## src/rtl/pbrd_pkg.sv

```systemverilog
package pbrd_pkg;

  localparam int unsigned SAMPLE_W       = 16;
  localparam int unsigned TIME_W         = 32;
  localparam int unsigned GAP_W          = 16;
  localparam int unsigned RATE_W         = 8;
  localparam int unsigned CFG_IDX_W      = 2;
  localparam int unsigned CFG_DATA_W     = 16;
  localparam int unsigned WINDOW_DEFAULT = 16;
  localparam int unsigned DIVISOR_W      = TIME_W;

  localparam logic [GAP_W-1:0]    MIN_GAP_RESET  = 16'd800;
  localparam logic [RATE_W-1:0]   MIN_RATE_RESET = 8'd35;
  localparam logic [RATE_W-1:0]   MAX_RATE_RESET = 8'd200;
  // ms per minute, numerator of the rate division
  localparam logic [SAMPLE_W-1:0] BPM_NUMERATOR  = 16'd60000;

  typedef enum logic [CFG_IDX_W-1:0] {
    CFG_MIN_GAP  = 2'd0,
    CFG_MIN_RATE = 2'd1,
    CFG_MAX_RATE = 2'd2
  } cfg_idx_e;

  // controller -> datapath
  typedef struct packed {
    logic load;        // input transfer: latch item, read ring slot, start mean division
    logic decide;      // mean ready: evaluate crossing
    logic start_rate;  // start 60000 / gap division
    logic commit;      // update state, load output register
  } pbrd_cmd_t;

  // datapath -> controller
  typedef struct packed {
    logic div_done;
    logic need_rate;
    logic out_free;
  } pbrd_status_t;

endpackage

```

## src/rtl/pbrd_if.sv

```systemverilog
// Input channel: one sample with its timestamp.
interface pbrd_in_if;
  logic        valid;
  logic        ready;
  logic [15:0] sample;
  logic [31:0] time_ms;

  modport source (output valid, sample, time_ms, input ready);
  modport sink   (input valid, sample, time_ms, output ready);
endinterface

// Output channel: beat flag and rate.
interface pbrd_out_if;
  logic       valid;
  logic       ready;
  logic       beat;
  logic       rate_valid;
  logic [7:0] rate_bpm;

  modport source (output valid, beat, rate_valid, rate_bpm, input ready);
  modport sink   (input valid, beat, rate_valid, rate_bpm, output ready);
endinterface

```

## src/rtl/pbrd_div.sv

```systemverilog
// Restoring divider, one quotient bit per cycle.
module pbrd_div #(
  parameter int unsigned DIVIDEND_W = 20,
  parameter int unsigned DIVISOR_W  = 32
) (
  input  logic                  clk_i,
  input  logic                  rst_ni,
  input  logic                  start_i,
  input  logic [DIVIDEND_W-1:0] dividend_i,
  input  logic [DIVISOR_W-1:0]  divisor_i,
  output logic                  done_o,
  output logic [DIVIDEND_W-1:0] quotient_o
);

  localparam int unsigned CNT_W = (DIVIDEND_W > 1) ? $clog2(DIVIDEND_W) : 1;
  localparam logic [CNT_W-1:0] CNT_LAST = CNT_W'(DIVIDEND_W - 1);

  logic                  busy_q;
  logic                  done_q;
  logic [CNT_W-1:0]      cnt_q;
  logic [DIVIDEND_W-1:0] quo_q;
  logic [DIVISOR_W-1:0]  rem_q;
  logic [DIVISOR_W-1:0]  dvs_q;

  logic [DIVISOR_W:0]    trial;
  logic [DIVISOR_W:0]    diff;
  logic                  ge;

  // one trial subtraction per step
  assign trial = {rem_q, quo_q[DIVIDEND_W-1]};
  assign ge    = (trial >= {1'b0, dvs_q});
  assign diff  = trial - {1'b0, dvs_q};

  // step control
  always_ff @(posedge clk_i or negedge rst_ni) begin
    if (!rst_ni) begin
      busy_q <= 1'b0;
      done_q <= 1'b0;
      cnt_q  <= '0;
    end else begin
      done_q <= 1'b0;
      if (start_i) begin
        busy_q <= 1'b1;
        cnt_q  <= '0;
      end else if (busy_q) begin
        cnt_q <= cnt_q + CNT_W'(1);
        if (cnt_q == CNT_LAST) begin
          busy_q <= 1'b0;
          done_q <= 1'b1;
        end
      end
    end
  end

  // operand and partial result registers
  always_ff @(posedge clk_i) begin
    if (start_i) begin
      quo_q <= dividend_i;
      rem_q <= '0;
      dvs_q <= divisor_i;
    end else if (busy_q) begin
      quo_q <= {quo_q[DIVIDEND_W-2:0], ge};
      rem_q <= ge ? diff[DIVISOR_W-1:0] : trial[DIVISOR_W-1:0];
    end
  end

  assign done_o     = done_q;
  assign quotient_o = quo_q;

endmodule

```

## src/rtl/pbrd_ctrl.sv

```systemverilog
// Sequencer: one item at a time through mean, crossing check, optional rate.
module pbrd_ctrl (
  input  logic                  clk_i,
  input  logic                  rst_ni,
  input  logic                  in_valid_i,
  output logic                  in_ready_o,
  input  pbrd_pkg::pbrd_status_t status_i,
  output pbrd_pkg::pbrd_cmd_t    cmd_o
);
  import pbrd_pkg::*;

  typedef enum logic [2:0] {
    S_IDLE,
    S_MEAN,
    S_CHECK,
    S_RATE,
    S_DONE
  } state_e;

  state_e state_q, state_d;
  pbrd_cmd_t cmd;

  // next state and commands
  always_comb begin
    state_d = state_q;
    cmd     = '0;
    case (state_q)
      S_IDLE: begin
        if (in_valid_i) begin
          cmd.load = 1'b1;
          state_d  = S_MEAN;
        end
      end
      S_MEAN: begin
        if (status_i.div_done) begin
          cmd.decide = 1'b1;
          state_d    = S_CHECK;
        end
      end
      S_CHECK: begin
        if (status_i.need_rate) begin
          cmd.start_rate = 1'b1;
          state_d        = S_RATE;
        end else begin
          state_d = S_DONE;
        end
      end
      S_RATE: begin
        if (status_i.div_done) begin
          state_d = S_DONE;
        end
      end
      S_DONE: begin
        if (status_i.out_free) begin
          cmd.commit = 1'b1;
          state_d    = S_IDLE;
        end
      end
      default: state_d = S_IDLE;
    endcase
  end

  always_ff @(posedge clk_i or negedge rst_ni) begin
    if (!rst_ni) begin
      state_q <= S_IDLE;
    end else begin
      state_q <= state_d;
    end
  end

  assign in_ready_o = (state_q == S_IDLE);
  assign cmd_o      = cmd;

endmodule

```

## src/rtl/pbrd_datapath.sv

```systemverilog
// Ring, running sum, crossing logic, config registers and output register.
module pbrd_datapath #(
  parameter int unsigned WINDOW = pbrd_pkg::WINDOW_DEFAULT
) (
  input  logic                             clk_i,
  input  logic                             rst_ni,
  input  pbrd_pkg::pbrd_cmd_t              cmd_i,
  output pbrd_pkg::pbrd_status_t           status_o,
  input  logic [pbrd_pkg::SAMPLE_W-1:0]    sample_i,
  input  logic [pbrd_pkg::TIME_W-1:0]      time_ms_i,
  input  logic                             cfg_we_i,
  input  logic [pbrd_pkg::CFG_IDX_W-1:0]   cfg_idx_i,
  input  logic [pbrd_pkg::CFG_DATA_W-1:0]  cfg_wdata_i,
  input  logic                             out_ready_i,
  output logic                             out_valid_o,
  output logic                             out_beat_o,
  output logic                             out_rate_valid_o,
  output logic [pbrd_pkg::RATE_W-1:0]      out_rate_bpm_o
);
  import pbrd_pkg::*;

  localparam int unsigned SLOT_W = (WINDOW > 1) ? $clog2(WINDOW) : 1;
  localparam int unsigned FILL_W = $clog2(WINDOW + 1);
  localparam int unsigned SUM_W  = SAMPLE_W + SLOT_W;
  localparam int unsigned DIV_W  = (SUM_W > SAMPLE_W) ? SUM_W : SAMPLE_W;
  localparam logic [SLOT_W-1:0] SLOT_LAST = SLOT_W'(WINDOW - 1);
  localparam logic [FILL_W-1:0] FILL_FULL = FILL_W'(WINDOW);

  // configuration registers
  logic [GAP_W-1:0]  min_gap_q;
  logic [RATE_W-1:0] min_rate_q;
  logic [RATE_W-1:0] max_rate_q;

  always_ff @(posedge clk_i or negedge rst_ni) begin
    if (!rst_ni) begin
      min_gap_q  <= MIN_GAP_RESET;
      min_rate_q <= MIN_RATE_RESET;
      max_rate_q <= MAX_RATE_RESET;
    end else if (cfg_we_i) begin
      case (cfg_idx_i)
        CFG_MIN_GAP:  min_gap_q  <= cfg_wdata_i[GAP_W-1:0];
        CFG_MIN_RATE: min_rate_q <= cfg_wdata_i[RATE_W-1:0];
        CFG_MAX_RATE: max_rate_q <= cfg_wdata_i[RATE_W-1:0];
        default: ;
      endcase
    end
  end

  // item registers
  logic [SAMPLE_W-1:0] sample_q;
  logic [TIME_W-1:0]   time_q;

  always_ff @(posedge clk_i) begin
    if (cmd_i.load) begin
      sample_q <= sample_i;
      time_q   <= time_ms_i;
    end
  end

  // detector state
  logic [SLOT_W-1:0] slot_q;
  logic [FILL_W-1:0] fill_q;
  logic [SUM_W-1:0]  sum_q, sum_d;
  logic              below_q;
  logic [TIME_W-1:0] last_q;
  logic              beat_q;
  logic              need_q;

  // sample ring; slots not yet written are covered by the fill count
  logic [SAMPLE_W-1:0] ring_mem [WINDOW];
  logic [SAMPLE_W-1:0] rd_q;
  logic [SAMPLE_W-1:0] old_sample;

  always_ff @(posedge clk_i) begin
    if (cmd_i.commit) begin
      ring_mem[slot_q] <= sample_q;
    end
    if (cmd_i.load) begin
      rd_q <= ring_mem[slot_q];
    end
  end

  assign old_sample = (fill_q == FILL_FULL) ? rd_q : '0;
  assign sum_d      = sum_q - SUM_W'(old_sample) + SUM_W'(sample_q);

  // shared divider: sum / fill, then 60000 / gap
  logic [DIV_W-1:0]     quot;
  logic                 div_done;
  logic                 div_start;
  logic [DIV_W-1:0]     div_dividend;
  logic [DIVISOR_W-1:0] div_divisor;
  logic [TIME_W-1:0]    gap;

  assign gap          = time_q - last_q;
  assign div_start    = cmd_i.load | cmd_i.start_rate;
  assign div_dividend = cmd_i.start_rate ? DIV_W'(BPM_NUMERATOR) : DIV_W'(sum_q);
  assign div_divisor  = cmd_i.start_rate ? DIVISOR_W'(gap) :
                        (fill_q == '0) ? DIVISOR_W'(1) : DIVISOR_W'(fill_q);

  pbrd_div #(
    .DIVIDEND_W (DIV_W),
    .DIVISOR_W  (DIVISOR_W)
  ) u_div (
    .clk_i      (clk_i),
    .rst_ni     (rst_ni),
    .start_i    (div_start),
    .dividend_i (div_dividend),
    .divisor_i  (div_divisor),
    .done_o     (div_done),
    .quotient_o (quot)
  );

  // crossing decision against the mean
  logic above, under, beat_d, need_d, rate_ok;

  assign above   = DIV_W'(sample_q) > quot;
  assign under   = DIV_W'(sample_q) < quot;
  assign beat_d  = above & below_q;
  assign need_d  = beat_d & (gap > TIME_W'(min_gap_q)) & (last_q != '0);
  assign rate_ok = need_q & (quot >= DIV_W'(min_rate_q)) & (quot <= DIV_W'(max_rate_q));

  always_ff @(posedge clk_i or negedge rst_ni) begin
    if (!rst_ni) begin
      slot_q  <= '0;
      fill_q  <= '0;
      sum_q   <= '0;
      below_q <= 1'b0;
      last_q  <= '0;
      beat_q  <= 1'b0;
      need_q  <= 1'b0;
    end else begin
      if (cmd_i.decide) begin
        beat_q <= beat_d;
        need_q <= need_d;
        if (beat_d) begin
          below_q <= 1'b0;
        end else if (under) begin
          below_q <= 1'b1;
        end
      end
      if (cmd_i.commit) begin
        sum_q  <= sum_d;
        slot_q <= (slot_q == SLOT_LAST) ? '0 : slot_q + SLOT_W'(1);
        if (fill_q != FILL_FULL) begin
          fill_q <= fill_q + FILL_W'(1);
        end
        if (beat_q) begin
          last_q <= time_q;
        end
      end
    end
  end

  // output register
  logic              out_valid_q;
  logic              out_beat_q;
  logic              out_rv_q;
  logic [RATE_W-1:0] out_bpm_q;

  always_ff @(posedge clk_i or negedge rst_ni) begin
    if (!rst_ni) begin
      out_valid_q <= 1'b0;
    end else if (cmd_i.commit) begin
      out_valid_q <= 1'b1;
    end else if (out_ready_i) begin
      out_valid_q <= 1'b0;
    end
  end

  always_ff @(posedge clk_i) begin
    if (cmd_i.commit) begin
      out_beat_q <= beat_q;
      out_rv_q   <= rate_ok;
      out_bpm_q  <= rate_ok ? quot[RATE_W-1:0] : '0;
    end
  end

  assign status_o.div_done  = div_done;
  assign status_o.need_rate = need_q;
  assign status_o.out_free  = ~out_valid_q | out_ready_i;

  assign out_valid_o      = out_valid_q;
  assign out_beat_o       = out_beat_q;
  assign out_rate_valid_o = out_rv_q;
  assign out_rate_bpm_o   = out_bpm_q;

endmodule

```

## src/rtl/pulse_beat_rate_detector_core.sv

```systemverilog
// Pulse beat and rate detector.
// in_i carries one brightness sample and its millisecond timestamp per
// transfer; out_o returns exactly one result per input: beat flag, rate_valid
// and rate_bpm (zero unless rate_valid). Configuration (min gap, min/max rate)
// is written through cfg_we_i / cfg_idx_i / cfg_wdata_i, by the user only
// while no item is in flight; the block has no check for it. Unknown indexes
// are ignored. Each item is compared with the mean of up to WINDOW earlier
// samples, then, on an upward crossing with a prior beat and a long enough
// gap, 60000/gap is computed. Both divisions share one bit-serial divider:
// the mean division, then the rate division when one is needed, run between
// the input transfer and the output register load. One item is processed at
// a time; the next input transfer can follow in the cycle after that load.
// The finished result sits in an output register, and the next item is
// accepted while it waits; if out_o is stalled, the following item stops
// just before its result would load and the input stays blocked.
// Reset (rst_ni, asynchronous, active low) restores the default limits,
// empties the ring and forgets the last beat; no clearing pass is needed.
module pulse_beat_rate_detector_core #(
  parameter int unsigned WINDOW = pbrd_pkg::WINDOW_DEFAULT
) (
  input  logic                            clk_i,
  input  logic                            rst_ni,
  pbrd_in_if.sink                         in_i,
  pbrd_out_if.source                      out_o,
  input  logic                            cfg_we_i,
  input  logic [pbrd_pkg::CFG_IDX_W-1:0]  cfg_idx_i,
  input  logic [pbrd_pkg::CFG_DATA_W-1:0] cfg_wdata_i
);
  import pbrd_pkg::*;

  pbrd_cmd_t    cmd;
  pbrd_status_t status;
  logic         in_ready;

  pbrd_ctrl u_ctrl (
    .clk_i      (clk_i),
    .rst_ni     (rst_ni),
    .in_valid_i (in_i.valid),
    .in_ready_o (in_ready),
    .status_i   (status),
    .cmd_o      (cmd)
  );

  pbrd_datapath #(
    .WINDOW (WINDOW)
  ) u_datapath (
    .clk_i            (clk_i),
    .rst_ni           (rst_ni),
    .cmd_i            (cmd),
    .status_o         (status),
    .sample_i         (in_i.sample),
    .time_ms_i        (in_i.time_ms),
    .cfg_we_i         (cfg_we_i),
    .cfg_idx_i        (cfg_idx_i),
    .cfg_wdata_i      (cfg_wdata_i),
    .out_ready_i      (out_o.ready),
    .out_valid_o      (out_o.valid),
    .out_beat_o       (out_o.beat),
    .out_rate_valid_o (out_o.rate_valid),
    .out_rate_bpm_o   (out_o.rate_bpm)
  );

  assign in_i.ready = in_ready;

endmodule

```

## src/flat_wrapper.sv

```systemverilog
// flat-port wrapper written by rule: the top's interface ports become plain ports
module pulse_beat_rate_detector_core_flat import pbrd_pkg::*;
#(
  parameter int unsigned WINDOW = pbrd_pkg::WINDOW_DEFAULT
)
  (clk_i, rst_ni, cfg_we_i, cfg_idx_i, cfg_wdata_i, in_i_valid, in_i_sample, in_i_time_ms, in_i_ready, out_o_valid, out_o_beat, out_o_rate_valid, out_o_rate_bpm, out_o_ready);
  pbrd_in_if in_i_i ();
  pbrd_out_if out_o_i ();
  input  logic clk_i;
  input  logic rst_ni;
  input  logic cfg_we_i;
  input  logic [pbrd_pkg::CFG_IDX_W-1:0] cfg_idx_i;
  input  logic [pbrd_pkg::CFG_DATA_W-1:0] cfg_wdata_i;
  input wire logic [$bits(in_i_i.valid)-1:0] in_i_valid;
  input wire logic [$bits(in_i_i.sample)-1:0] in_i_sample;
  input wire logic [$bits(in_i_i.time_ms)-1:0] in_i_time_ms;
  output wire logic [$bits(in_i_i.ready)-1:0] in_i_ready;
  output wire logic [$bits(out_o_i.valid)-1:0] out_o_valid;
  output wire logic [$bits(out_o_i.beat)-1:0] out_o_beat;
  output wire logic [$bits(out_o_i.rate_valid)-1:0] out_o_rate_valid;
  output wire logic [$bits(out_o_i.rate_bpm)-1:0] out_o_rate_bpm;
  input wire logic [$bits(out_o_i.ready)-1:0] out_o_ready;
  assign in_i_i.valid = in_i_valid;
  assign in_i_i.sample = in_i_sample;
  assign in_i_i.time_ms = in_i_time_ms;
  assign in_i_ready = in_i_i.ready;
  assign out_o_valid = out_o_i.valid;
  assign out_o_beat = out_o_i.beat;
  assign out_o_rate_valid = out_o_i.rate_valid;
  assign out_o_rate_bpm = out_o_i.rate_bpm;
  assign out_o_i.ready = out_o_ready;
  pulse_beat_rate_detector_core #(.WINDOW(WINDOW)) u_core (.clk_i(clk_i), .rst_ni(rst_ni), .in_i(in_i_i), .out_o(out_o_i), .cfg_we_i(cfg_we_i), .cfg_idx_i(cfg_idx_i), .cfg_wdata_i(cfg_wdata_i));
endmodule
```

## config.mk

```make
export PLATFORM = sky130hd
export DESIGN_NAME = pulse_beat_rate_detector_core_flat
export DESIGN_NICKNAME = d
export VERILOG_FILES = /design/src/rtl/pbrd_pkg.sv /design/src/rtl/pbrd_if.sv /design/src/rtl/pbrd_div.sv /design/src/rtl/pbrd_ctrl.sv /design/src/rtl/pbrd_datapath.sv /design/src/rtl/pulse_beat_rate_detector_core.sv /design/src/flat_wrapper.sv
export SDC_FILE = /design/constraint.sdc
export NUM_CORES = 1
export LEC_CHECK = 0
export BUFFER_PORTS_ARGS = -buffer_cell sky130_fd_sc_hd__buf_4
export CELL_PAD_IN_SITES_DETAIL_PLACEMENT = 1
export CELL_PAD_IN_SITES_GLOBAL_PLACEMENT = 2
export CORE_MARGIN = 5
export CORE_UTILIZATION = 48
export CTS_CLUSTER_DIAMETER = 40
export DETAILED_ROUTE_END_ITERATION = 8
export PLACE_DENSITY_LB_ADDON = 0.1
export SLEW_MARGIN = 20
export SYNTH_ARGS = -nofsm -noshare
export SYNTH_HDL_FRONTEND = slang
export SYNTH_SLANG_ARGS = --single-unit
```

## constraint.sdc

```tcl
create_clock -name clk_i -period 9.8 [get_ports clk_i]
set_input_delay 0.49 -clock clk_i [delete_from_list [all_inputs] [get_ports clk_i]]
set_output_delay 0.49 -clock clk_i [all_outputs]
set_load 0.1 [all_outputs]
```

After elaboration in Yosys (flattened, before gate mapping)
Memory sizes are Yosys's and may differ from the RTL's. A register that Yosys moved wholly into a read port is not among the register bits.
Index checks and enable logic that the tools add are counted.
W data, S select, Z words.
{ "word_totals": {"reg_bits": 249, "ram_bits": 256, "in_bits": 71, "word_cells": 109, "n_memories": 1} }
{ "classes": {"add_sub_neg": 7, "magnitude_cmp": 6, "eq_ne": 14, "n_mux": 36, "n_bitwise": 8, "reduce_logical": 14} }
{ "mem_list": {"columns": ["memory", "words", "width", "rd", "rd_clocked_by_memory_dff", "write_ports", "line_no", "source"], "rows": [
  ["u_core.u_datapath.ring_mem", 16, 16, 1, 1, 1, "pbrd_datapath.sv:70", "logic [SAMPLE_W-1:0] ring_mem [WINDOW];"]
]} }
{ "ops": {"columns": ["op", "count"], "rows": [
  ["$mux W32", 2],
  ["$sub A32 B32 Y32", 2],
  ["$mux W20", 3],
  ["$ge A33 B32 Y1", 1],
  ["$gt A32 B16 Y1", 1],
  ["$reduce_bool A32 Y1", 1],
  ["$add A20 B16 Y20", 1],
  ["$ge A20 B8 Y1", 1],
  ["$gt A16 B20 Y1", 1],
  ["$le A20 B8 Y1", 1],
  ["$lt A16 B20 Y1", 1],
  ["$mux W1", 20],
  ["$sub A20 B16 Y20", 1],
  ["$mux W16", 1],
  ["$mux W3", 5],
  ["$mux W5", 3],
  ["$pmux W3 S5", 1],
  ["$reduce_and A2 Y1", 6],
  ["$add A5 B1 Y5 const B", 2],
  ["$eq A5 B5 Y1 const B", 2],
  ["$eq A3 B2 Y1 const B", 2],
  ["$ne A2 B2 Y1 const B", 3],
  ["$reduce_bool A2 Y1", 3],
  ["$and A1 B1 Y1", 5],
  ["other kinds (15)", 16]
]} }

Longest topological paths before layout
Gate-level depths: netlist (run 1).
{ "logic_depth": {"ltp_word": 6, "depth_mapped": 21, "depth_no_buf": 21} }

By module
From an unflattened synthesis (run 1), not the netlist that was laid out.
{ "unflattened": {"cells_unflattened": 2007, "hier_area_um2": 26145.1} }
{ "by_module_without_submodules": {"columns": ["mod", "instances", "cells_each", "area_per_inst_um2", "seq_area_each_um2"], "rows": [
  ["pbrd_datapath", 1, 1433, 20439.6, 12348.1],
  ["pbrd_div", 1, 552, 5494.0, 2377.3],
  ["pbrd_ctrl", 1, 22, 211.5, 75.1]
]} }

Least setup slack after synthesis (run 1)
Ideal clock, no wire load.
{ "synth_path": {"path_type": "reg2reg", "start": "reg u_core.u_ctrl.state_q[1]", "end": "reg u_core.u_datapath.u_div.quo_q[14], in the netlist u_core.u_datapath.u_div.quotient_o[14] (data pin)", "setup_ps": 206, "arrival_time_ps": 5472, "path_slack_ps": 4122, "stages_incl_launch_ff": 8, "path_cell_list": "dfrtp_1 -> clkbuf_1 -> nor3_1 -> nand2_1 -> inv_1 -> clkbuf_1 -> nand2_1 -> o211ai_1"} }
{ "synth_rtl": {"columns": ["element", "line_no", "source"], "rows": [
  ["start: declaration", "pbrd_ctrl.sv:20", "state_e state_q, state_d;"],
  ["start signal: assignment", "pbrd_ctrl.sv:67", "state_q <= state_d;"],
  ["end signal: assignment", "pbrd_div.sv:58", "quo_q <= dividend_i;"],
  ["end signal: assignment", "pbrd_div.sv:62", "quo_q <= {quo_q[DIVIDEND_W-2:0], ge};"],
  ["end: declaration", "pbrd_div.sv:21", "logic [DIVIDEND_W-1:0] quo_q;"]
]} }

Worst setup path after layout (run 1)
{ "layout_path": {"start": "reg u_core.u_datapath.last_q[1]", "end": "reg u_core.u_datapath.need_q"} }
{ "layout_between": {"elab_chain_cells": 4, "word_cells_on_any_way": 5, "cone_classes": "add/sub (1); order compare (1); bitwise (2); reduce/logical (1)"} }
{ "layout_lines": {"columns": ["element", "line_no", "source"], "rows": [
  ["start: declaration", "pbrd_datapath.sv:65", "logic [TIME_W-1:0] last_q;"],
  ["start signal: assignment", "pbrd_datapath.sv:148", "last_q <= time_q;"],
  ["$sub A32 B32 Y32", "pbrd_datapath.sv:94", "assign gap = time_q - last_q;"],
  ["named net u_core.u_datapath.gap[13]", "pbrd_datapath.sv:92", "logic [TIME_W-1:0] gap;"],
  ["$gt A32 B16 Y1", "pbrd_datapath.sv:119", "assign need_d = beat_d & (gap > TIME_W'(min_gap_q)) & (last_q != '0);"],
  ["$and A1 B1 Y1 (2 in series)", "pbrd_datapath.sv:119", null],
  ["end signal: assignment", "pbrd_datapath.sv:134", "need_q <= need_d;"],
  ["end: declaration", "pbrd_datapath.sv:67", "logic need_q;"]
]} }
The timed path passes the listed nets, and every way through them passes these cells.
A chain may end at the register's enable or synchronous reset.

==> results.cfg, run 1 <==
[routing]
wl_per_cell_um = 23.1
drcViolationCount = 0
drt-total-wl_mm = 67.5
viasPerCell = 5.64
drtPass1Iterations = 5
ant_nets = 0
drt_iter0_drc = 924
via_count = 16500

[clocking]
clock_sinks = 521
clkTransAtPathRegs_ns = 0.05
clockRootBuffer = clkbuf_16
cts-resized-gates = 0
cts_tree = built
cts_max_level = 3
cts_hold_buf = 20
post-cts-setup-buffers = 0
worstSkewPairLatency_ns = 0.64
cts_made_buffers = 89
clockBufferDepth = 3

[sta]
tns_ns = 0
rsz0062_at_grt = no
worst-slew-pin-transition_ns = 1.01
setup_violations = 0
hold_violations = 0
clock_skew_ns = 0.0414
period_share_pct = 47.2
holdWs_ns = 0.0354
period_needed_ns = 4.63
finalMaxSlewViolations = 0
relSlewSlack_pct = 32.7
clock.fmax_ghz = 0.216

[global_route]
grt_pass1_vias = 17900
grt_use_total_pct = 23.0
antenna_found_initial = 0
grt_max_degree = 78
grt_pass1_wl_mm = 105
grt-ovfl-total = 0

[final_layout]
diodes = 0
fin_nets = 2376
num-fill-cells = 5237
drive_above_1_share_pct = 20.2
synthToLayoutAreaGrowth_pct = 18.7
fin_cells = 2920
fin_area_sq_mm = 0.0306

[worst_setup_path]
path_class = reg -> reg
worstSetupStartpointType = register
worst_ep_arrival_time_ns = 5.08
worstPathRequired_ns = 10.26
critPathMaxStageDelay_ns = 0.42
worstPathMaxFanout = 4
crit_path_cell_trace = inv_1 > ha_1 > nor2b_4 > o31a_1 > o41a_1 > o21a_1 > a22o_1 > o21ai_0 > nand2b_1 > a21oi_1 > xnor2_1 > ha_1 > a21o_1 > a21o_1 > a21oi_1 > o21ai_0 > o22ai_1 > and4_1 > nand4_1 > a2111oi_2 > a31oi_1
crit_slowest_cell = dfrtp_1
endpoint_kind = register

[pwr]
leakage_nw = 12.3
ir_drop_v = 0.000229
fin_total_pwr_mw = 8.60
power_density_mw_per_mm2 = 281

[min_path]
hold_path_class = in -> reg

[synthesis]
synth_fa_ha_area_share_pct = 8.08
synth_compound_area_share_pct = 9.35
synthDistinctLibCells = 86
yosysTopAreaCell = edfxtp_1
synth_mux_area_share_pct = 10.3
synthSimpleGateAreaFrac_pct = 8.32
synthFlopType = edfxtp_1
syn-num-nets = 2217
yosys_warnings = 0
async_reset_ff_share_pct = 20.5
synth_edf_count = 382
synthXorXnorAreaFrac_pct = 2.44
synthesis.area_sq_mm = 0.0258
ys_seq_area_share_pct = 57.3
synth.avg_cell_area_sq_um = 13.0
netlist_instances = 1990
synth_top_family_by_area = multiplexers
synthTopCellsByArea = edfxtp_1 (44%), dfrtp_1 (9.5%), mux4_2 (7.0%)
yosysTopAreaCellShare_pct = 44.4
ys_seq_elements = 521

[place]
hpwl_mm = 45.5
place_area_sq_mm = 0.0273
portBuffers = 82
post-place-cells = 2733
gp_congestion = 0.839

[die]
fp.dieW_um = 242
die-area_sq_mm = 0.0585
die_height_um = 242
row_count = 85
io_pins = 83
start_util_pct = 48.2
core_sq_mm = 0.0536

[flow_run]
maxCapViolCount = 0

[run_status]
status = finished clean
==> registers in the layout, summed over array words and instances, names as in the netlist, 4 cells and up <==
signal and flops:
u_core.u_datapath.min_gap_q 16, u_core.u_datapath.sample_q 16, u_core.u_datapath.max_rate_q 8, u_core.u_datapath.min_rate_q 8
u_core.u_datapath.slot_q 4, u_core.u_datapath.ring_mem 256, u_core.u_datapath.time_q 32, u_core.u_datapath.u_div.cnt_q 5
u_core.u_datapath.rd_q 16, u_core.u_datapath.u_div.quotient_o 20, u_core.u_datapath.out_rate_bpm_o 8, u_core.u_datapath.u_div.rem_q 32
u_core.u_datapath.fill_q 5, u_core.u_datapath.sum_q 20, u_core.u_datapath.u_div.dvs_q 32, u_core.u_datapath.last_q 32
==> per-layer routing <==
layer | GRT usage, % | vias up | part of all wire, %
li1 | - | 7680 | -
met1 | 28.7 | 8364 | 41
met2 | 41.4 | 317 | 52
met3 | 3.53 | 106 | 3.6
met4 | 7.37 | 0 | 2.8
met5 | 0 | - | 0
==> critical path: cells and delay by family, from the launching register on <==
family                     cells  cell delay (ns)
adders and majority gates      2             0.55
DFF                            1             0.42
AOI/OAI and AO/OA             13             2.73
and+or+nand+nor                4             0.56
buffers and inverters          1             0.07
xor gates and xnor gates       1             0.16
==> layout make-up <==
type	count	area, sq um	area share (%)
clock buffers	105	2340	7.63
clock inverters	61	763	2.49
inverters	208	783	2.56
multi-input cells	1192	9980	32.6
flip-flops and latches	521	14800	48.3
well taps	696	871	2.84
repair buffers	137	1100	3.58
==> kinds of logic (layout without fill, tap and decap cells) <==
kind of cell,Yosys count,count (layout)
xor+xnor,72,72
mux,159,159
fa+ha+maj,156,156
simple gates,429,429
buf+inv,277,511
compound gates,376,376
flops,521,521
==> layout by cell type (no fill, tap or decap), types with 45 or more instances in the layout <==
cell type  synthesis  final
ha_1             138    138
buf_4              2    116
mux4_2            80     80
a21o_1            56     56
xnor2_1           45     45
nand2_1          133    133
a21oi_1           95     95
inv_1            207    206
dfrtp_1           98     95
edfxtp_1         382    382
mux2_2            50     50
clkbuf_16          0     90
o21ai_0          102    102
nor2_1            86     85
==> path summary, 6_finish.rpt <==
| check | from | endpoint | slack, ns | cells past startpoint |
|---|---|---|---|---|
| setup / recovery | u_core.u_datapath.last_q[1] | u_core.u_datapath.need_q | 5.17 | 21 |
| hold / removal | in_i_time_ms[5] | u_core.u_datapath.time_q[5] | 0.04 | 1 |
| setup reg to reg | u_core.u_datapath.last_q[1] | u_core.u_datapath.need_q | 5.17 | 21 |
| hold reg to reg | u_core.u_datapath.sum_q[19] | u_core.u_datapath.sum_q[19] | 0.47 | 1 |
| max in group asynchronous | rst_ni | u_core.u_datapath.max_rate_q[7] | 8.20 | 4 |
| min in group asynchronous | rst_ni | u_core.u_datapath.sum_q[2] | 0.42 | 2 |
==> Yosys cell counts, drive strengths merged (50+ instances only) <==
master  number
o21ai      108
dfrtp       98
edfxtp     382
mux2        50
nand2      135
inv        207
clkbuf      51
a21o        56
ha         138
a21oi       98
nor2        86
mux4        80
==> power by group <==
group | internal, mW | leakage [nW] | switching [mW] | total (mW)
clock | 2.01 | 1.47 | 1.16 | 3.17
sequential | 2.71 | 5.15 | 0.228 | 2.94
combinational | 1.07 | 5.66 | 1.44 | 2.50
total | 5.78 | 12.3 | 2.82 | 8.60
==> through the flow <==
stage          utilization (%)  setup slack [ns]
2_1_floorplan                -              4.12
3_3_place_gp              51.0              5.24
3_5_place_dp              51.0              5.20
4_1_cts                   57.1              5.16
5_1_grt                   57.2              4.83
6_report                  57.2              5.17
Note: power is estimated with default switching activity, not from simulation.
==> run 2: changes to the inputs <==
Settings changed: CORE_UTILIZATION 48 to 45.
Clock period 9.8 ns to 4.8 ns, I/O delays scaled along.
==> results.cfg, run 2 (synthesized netlist as in run 1, its figures left out) <==
[sta]
worst-slew-pin-transition_ns = 1.04
hold_violations = 0
period_needed_ns = 4.42
period_share_pct = 92.1
finalMaxSlewViolations = 0
tns_ns = 0
clock_skew_ns = 0.0320
setup_violations = 0
rsz0062_at_grt = no
relSlewSlack_pct = 30.6
holdWs_ns = 0.109
clock.fmax_ghz = 0.226

[final_layout]
largest-register = u_core.u_datapath.ring_mem
num-fill-cells = 5565
largest_reg_flops = 256
synthToLayoutAreaGrowth_pct = 21.6
diodes = 0
fin_nets = 2437
drive_above_1_share_pct = 20.9
fin_util_pct = 55.4
final_cell_mix = edfxtp_1 (382), inv_1 (206), ha_1 (138)
fin_cells = 3038
final_common_cell = edfxtp_1

[pwr]
ir_drop_v = 0.000434
leakage_nw = 12.6
fin_total_pwr_mw = 17.7
power_density_mw_per_mm2 = 565

[global_route]
grt_max_degree = 77
grt_use_total_pct = 21.9
antenna_found_initial = 5
grt_pass1_vias = 18100
grt-ovfl-total = 0
grt_pass1_wl_mm = 107

[clocking]
cts_made_buffers = 86
worstSkewPairLatency_ns = 0.64
clkTransAtPathRegs_ns = 0.06
clockBufferDepth = 3
clock_sinks = 521
cts_tree = built
clockRootBuffer = clkbuf_16
cts_max_level = 3

[worst_setup_path]
r2r-start = u_core.u_datapath.fill_q[0]
worstReg2RegEnd = u_core.u_datapath.sum_q[19]
endpoint_kind = register
path_class = reg -> reg
worstSetupStartpointType = register
rrSetupSlack_ns = 0.38
worstPathRequired_ns = 5.35
worstPathMaxFanout = 11
rr_worst_depth = 18
worst_ep_arrival_time_ns = 4.98

[min_path]
hold_path_class = in -> async

[die]
io_pins = 83
fp.dieW_um = 250
row_count = 87
start_util_pct = 45.6
die_height_um = 250
die-area_sq_mm = 0.0623
core_sq_mm = 0.0566

[routing]
drt_iter0_drc = 907
drtPass1Iterations = 4
wl_per_cell_um = 22.4
via_count = 16700
viasPerCell = 5.49
drcViolationCount = 0
ant_nets = 0
drt-total-wl_mm = 68.2

[place]
hpwl_mm = 47.5
post-place-cells = 2808
gp_congestion = 0.841
portBuffers = 82

[run_status]
status = finished clean

[flow_run]
maxCapViolCount = 0
==> run 2: changes by cell type in the layout (fill, tap and decap cells not counted), sizes merged <==
cell         change
bufinv           +2
dlygate4sd3     +46
clkbuf          -10
buf             +18
clkinv           +1
inv              +1
==> run 2: what timing repair did <==
action,4_1_cts,5_1_grt
endpoints found under the setup margin,0,3
resized for setup,0,6
hold buffers,66,0
hold endpoints to repair,140,0
setup buffers,0,3
==> run 2: routing by layer <==
| layer | track usage (%) | wire length [um] |
|---|---|---|
| met4 | 6.18 | 1850 |
| met1 | 29.0 | 29800 |
| met2 | 37.6 | 33900 |
| met3 | 3.82 | 2580 |
| met5 | 0 | 0 |
==> run 2: where the power goes <==
part / internal, mW / switching [mW] / total (mW) / leakage, nW
registers: 5.52 / 0.464 / 5.99 / 5.15
logic: 2.23 / 2.96 / 5.20 / 5.95
clock network: 4.15 / 2.39 / 6.54 / 1.49
total: 11.9 / 5.81 / 17.7 / 12.6
==> run 2: worst max-delay path, stage by stage (launching register included) <==
cell and delay [ns]:
dfrtp_1 0.41, inv_1 0.11, ha_1 0.18, nor4bb_2 0.30
buf_4 0.24, and2_1 0.17, fa_1 0.46, inv_1 0.08
ha_1 0.22, a21o_1 0.17, a21o_1 0.19, a21oi_1 0.23
o21ai_2 0.16, a2111oi_4 0.36, o31a_1 0.25, a2111oi_0 0.14
or3_1 0.32, a21oi_1 0.18, xor2_1 0.15
==> run 2: worst max path at each step <==
| stage | depth (start not counted) | end | slack (ns) | start |
|---|---|---|---|---|
| 3_3_place_gp | 18 | u_core.u_datapath.sum_q[19] | 0.27 | u_core.u_datapath.fill_q[0] |
| 4_1_cts | 18 | u_core.u_datapath.sum_q[19] | 0.08 | u_core.u_datapath.fill_q[0] |
| 3_5_place_dp | 18 | u_core.u_datapath.sum_q[19] | 0.12 | u_core.u_datapath.fill_q[0] |
| 2_1_floorplan | 7 | u_core.u_datapath.u_div.quotient_o[14] | 0.13 | u_core.u_ctrl.state_q[1] |
| 5_1_grt | 17 | u_core.u_datapath.sum_q[18] | 0.02 | u_core.u_datapath.fill_q[0] |
| 6_report | 18 | u_core.u_datapath.sum_q[19] | 0.38 | u_core.u_datapath.fill_q[0] |
==> run 2: area by class of cell <==
cell class / instances / area [sq um] / area share [%]
multi-input combinational: 1192 / 10000 / 31.9
timing repair buffer: 201 / 1690 / 5.37
clock inverter: 65 / 878 / 2.80
tap: 756 / 946 / 3.01
inverter: 208 / 783 / 2.50
clock buffer: 95 / 2270 / 7.23
sequential: 521 / 14800 / 47.2
==> run 2: per-stage QoR <==
stage | setup WS [ns] | instance area, sq um
floorplan | 0.126 | 25800
global placement | 0.271 | 27500
detailed placement | 0.122 | 27500
CTS | 0.0774 | 31300
global route | 0.0219 | 31400
finish | 0.378 | 31400
==> run 3: changes to the inputs <==
Settings changed: MAX_ROUTING_LAYER set to met4.
==> results.cfg, run 3 (synthesized netlist as in run 1, its figures left out) <==
[final_layout]
final_cell_mix = edfxtp_1 (382), inv_1 (206), ha_1 (138)
final_common_cell = edfxtp_1
diodes = 0
synthToLayoutAreaGrowth_pct = 21.6
fin_nets = 2437
largest_reg_flops = 256
drive_above_1_share_pct = 20.9
fin_util_pct = 55.4
largest-register = u_core.u_datapath.ring_mem

[die]
die-area_sq_mm = 0.0623
row_count = 87
start_util_pct = 45.6
io_pins = 83
die_height_um = 250
fp.dieW_um = 250
core_sq_mm = 0.0566

[clocking]
worstSkewPairLatency_ns = 0.64
clock_sinks = 521
clockBufferDepth = 3
cts_made_buffers = 86
cts_max_level = 3
clockRootBuffer = clkbuf_16
clkTransAtPathRegs_ns = 0.06
cts_tree = built

[sta]
setup_violations = 0
holdWs_ns = 0.111
relSlewSlack_pct = 28.4
hold_violations = 0
clock_skew_ns = 0.0326
period_share_pct = 92.3
clock.fmax_ghz = 0.226
fin_ws_ns = 0.370
rsz0062_at_grt = no
finalMaxSlewViolations = 0
tns_ns = 0
period_needed_ns = 4.43
worst-slew-pin-transition_ns = 1.07

[place]
portBuffers = 82
gp_congestion = 0.854
hpwl_mm = 47.5
dp_slack_ns = 0.122

[global_route]
grt_pass1_wl_mm = 107
grt_max_degree = 77
grt-ovfl-total = 0
grt_pass1_vias = 18100
grt_use_total_pct = 22.6
antenna_found_initial = 5

[pwr]
p_seq_share_pct = 33.8
fin_total_pwr_mw = 17.7
pwr-share-comb_pct = 29.4
power_density_mw_per_mm2 = 565
p_clk_share_pct = 36.9
leakage_nw = 12.6
p_int_mw = 11.9
ir_drop_v = 0.000432
p_sw_mw = 5.81
swShare_pct = 32.8

[flow_run]
maxCapViolCount = 0

[routing]
via_count = 16700
drt-total-wl_mm = 68.2
ant_nets = 0
viasPerCell = 5.49
drt_iter0_drc = 942
drcViolationCount = 0
drtPass1Iterations = 6
wl_per_cell_um = 22.4

[worst_setup_path]
path_class = reg -> reg
worst_ep_arrival_time_ns = 4.98
worstPathMaxFanout = 11
critPathMaxStageDelay_ns = 0.46
endpoint_kind = register
crit_path_cell_trace = inv_1 > ha_1 > nor4bb_2 > buf_4 > and2_1 > fa_1 > inv_1 > ha_1 > a21o_1 > a21o_1 > a21oi_1 > o21ai_2 > a2111oi_4 > o31a_1 > a2111oi_0 > or3_1 > a21oi_1 > xor2_1
worstSetupStartpointType = register
worstPathRequired_ns = 5.35
crit_slowest_cell = fa_1

[min_path]
hold_path_class = in -> async

[run_status]
status = finished clean
[run 3: cell counts in the layout (fill, tap and decap cells not counted)]
No cell type changed its count.
[run 3: metal layers]
metal / GRT usage, % / part of all wire, % / vias up
met1: 29.1 / 44 / 8454
met4: 6.18 / 2.6 / 0
met2: 37.6 / 50 / 300
li1: - / - / 7799
met3: 3.79 / 3.9 / 111
met5: - / 0 / -
[run 3: area by class of cell]
| cell class | count | area (sq um) |
|---|---|---|
| clock buffer | 95 | 2270 |
| fill | 5565 | 25200 |
| inverter | 208 | 783 |
| tap | 756 | 946 |
| clock inverter | 65 | 878 |
| sequential | 521 | 14800 |
| timing repair buffer | 201 | 1690 |
| multi-input combinational | 1192 | 10000 |
[run 3: timing repair]
action	4_1_cts	5_1_grt
gates resized for setup	0	6
endpoints found under the setup margin	0	3
hold buffers	66	0
endpoints found under the hold margin	140	0
buffers inserted	0	3
[run 3: worst paths after layout]
kind	start	endpoint	slack [ns]	cells past startpoint
worst max-delay path	u_core.u_datapath.fill_q[0]	u_core.u_datapath.sum_q[19]	0.37	18
max in group asynchronous	rst_ni	u_core.u_datapath.need_q	3.67	3
min in group clk_i	cfg_idx_i[0]	u_core.u_datapath.min_gap_q[5]	0.17	5
worst min-delay path	rst_ni	u_core.u_datapath.slot_q[2]	0.11	2
worst max register to register	u_core.u_datapath.fill_q[0]	u_core.u_datapath.sum_q[19]	0.37	18
worst min register to register	u_core.u_datapath.sum_q[19]	u_core.u_datapath.sum_q[19]	0.46	1
[run 3: power by group through the flow]
stage                     logic [mW]  registers [mW]  clock network (mW)
after floorplan                 3.95            5.87                   0
after global placement          4.98            6.05                   0
after detailed placement        5.12            6.07                   0
after CTS                       5.23            5.99                6.66
after global routing            5.87            6.05                6.91
final                           5.20            5.99                6.53
[run 3: critical path, delay by kind of cell, from the launching register on]
kind / cells / cell delay [ns]
DFF: 1 / 0.41
AOI/OAI and AO/OA: 8 / 1.67
xor gates and xnor gates: 1 / 0.15
buffers and inverters: 3 / 0.43
adders and majority gates: 3 / 0.86
and+or+nand+nor: 3 / 0.79
[run 3: through the flow]
step / instance area [sq um] / instances
after floorplan: 25800 / 1990
after global placement: 27500 / 2808
after detailed placement: 27500 / 2808
after CTS: 31300 / 3034
after global routing: 31400 / 3038
final: 31400 / 3038
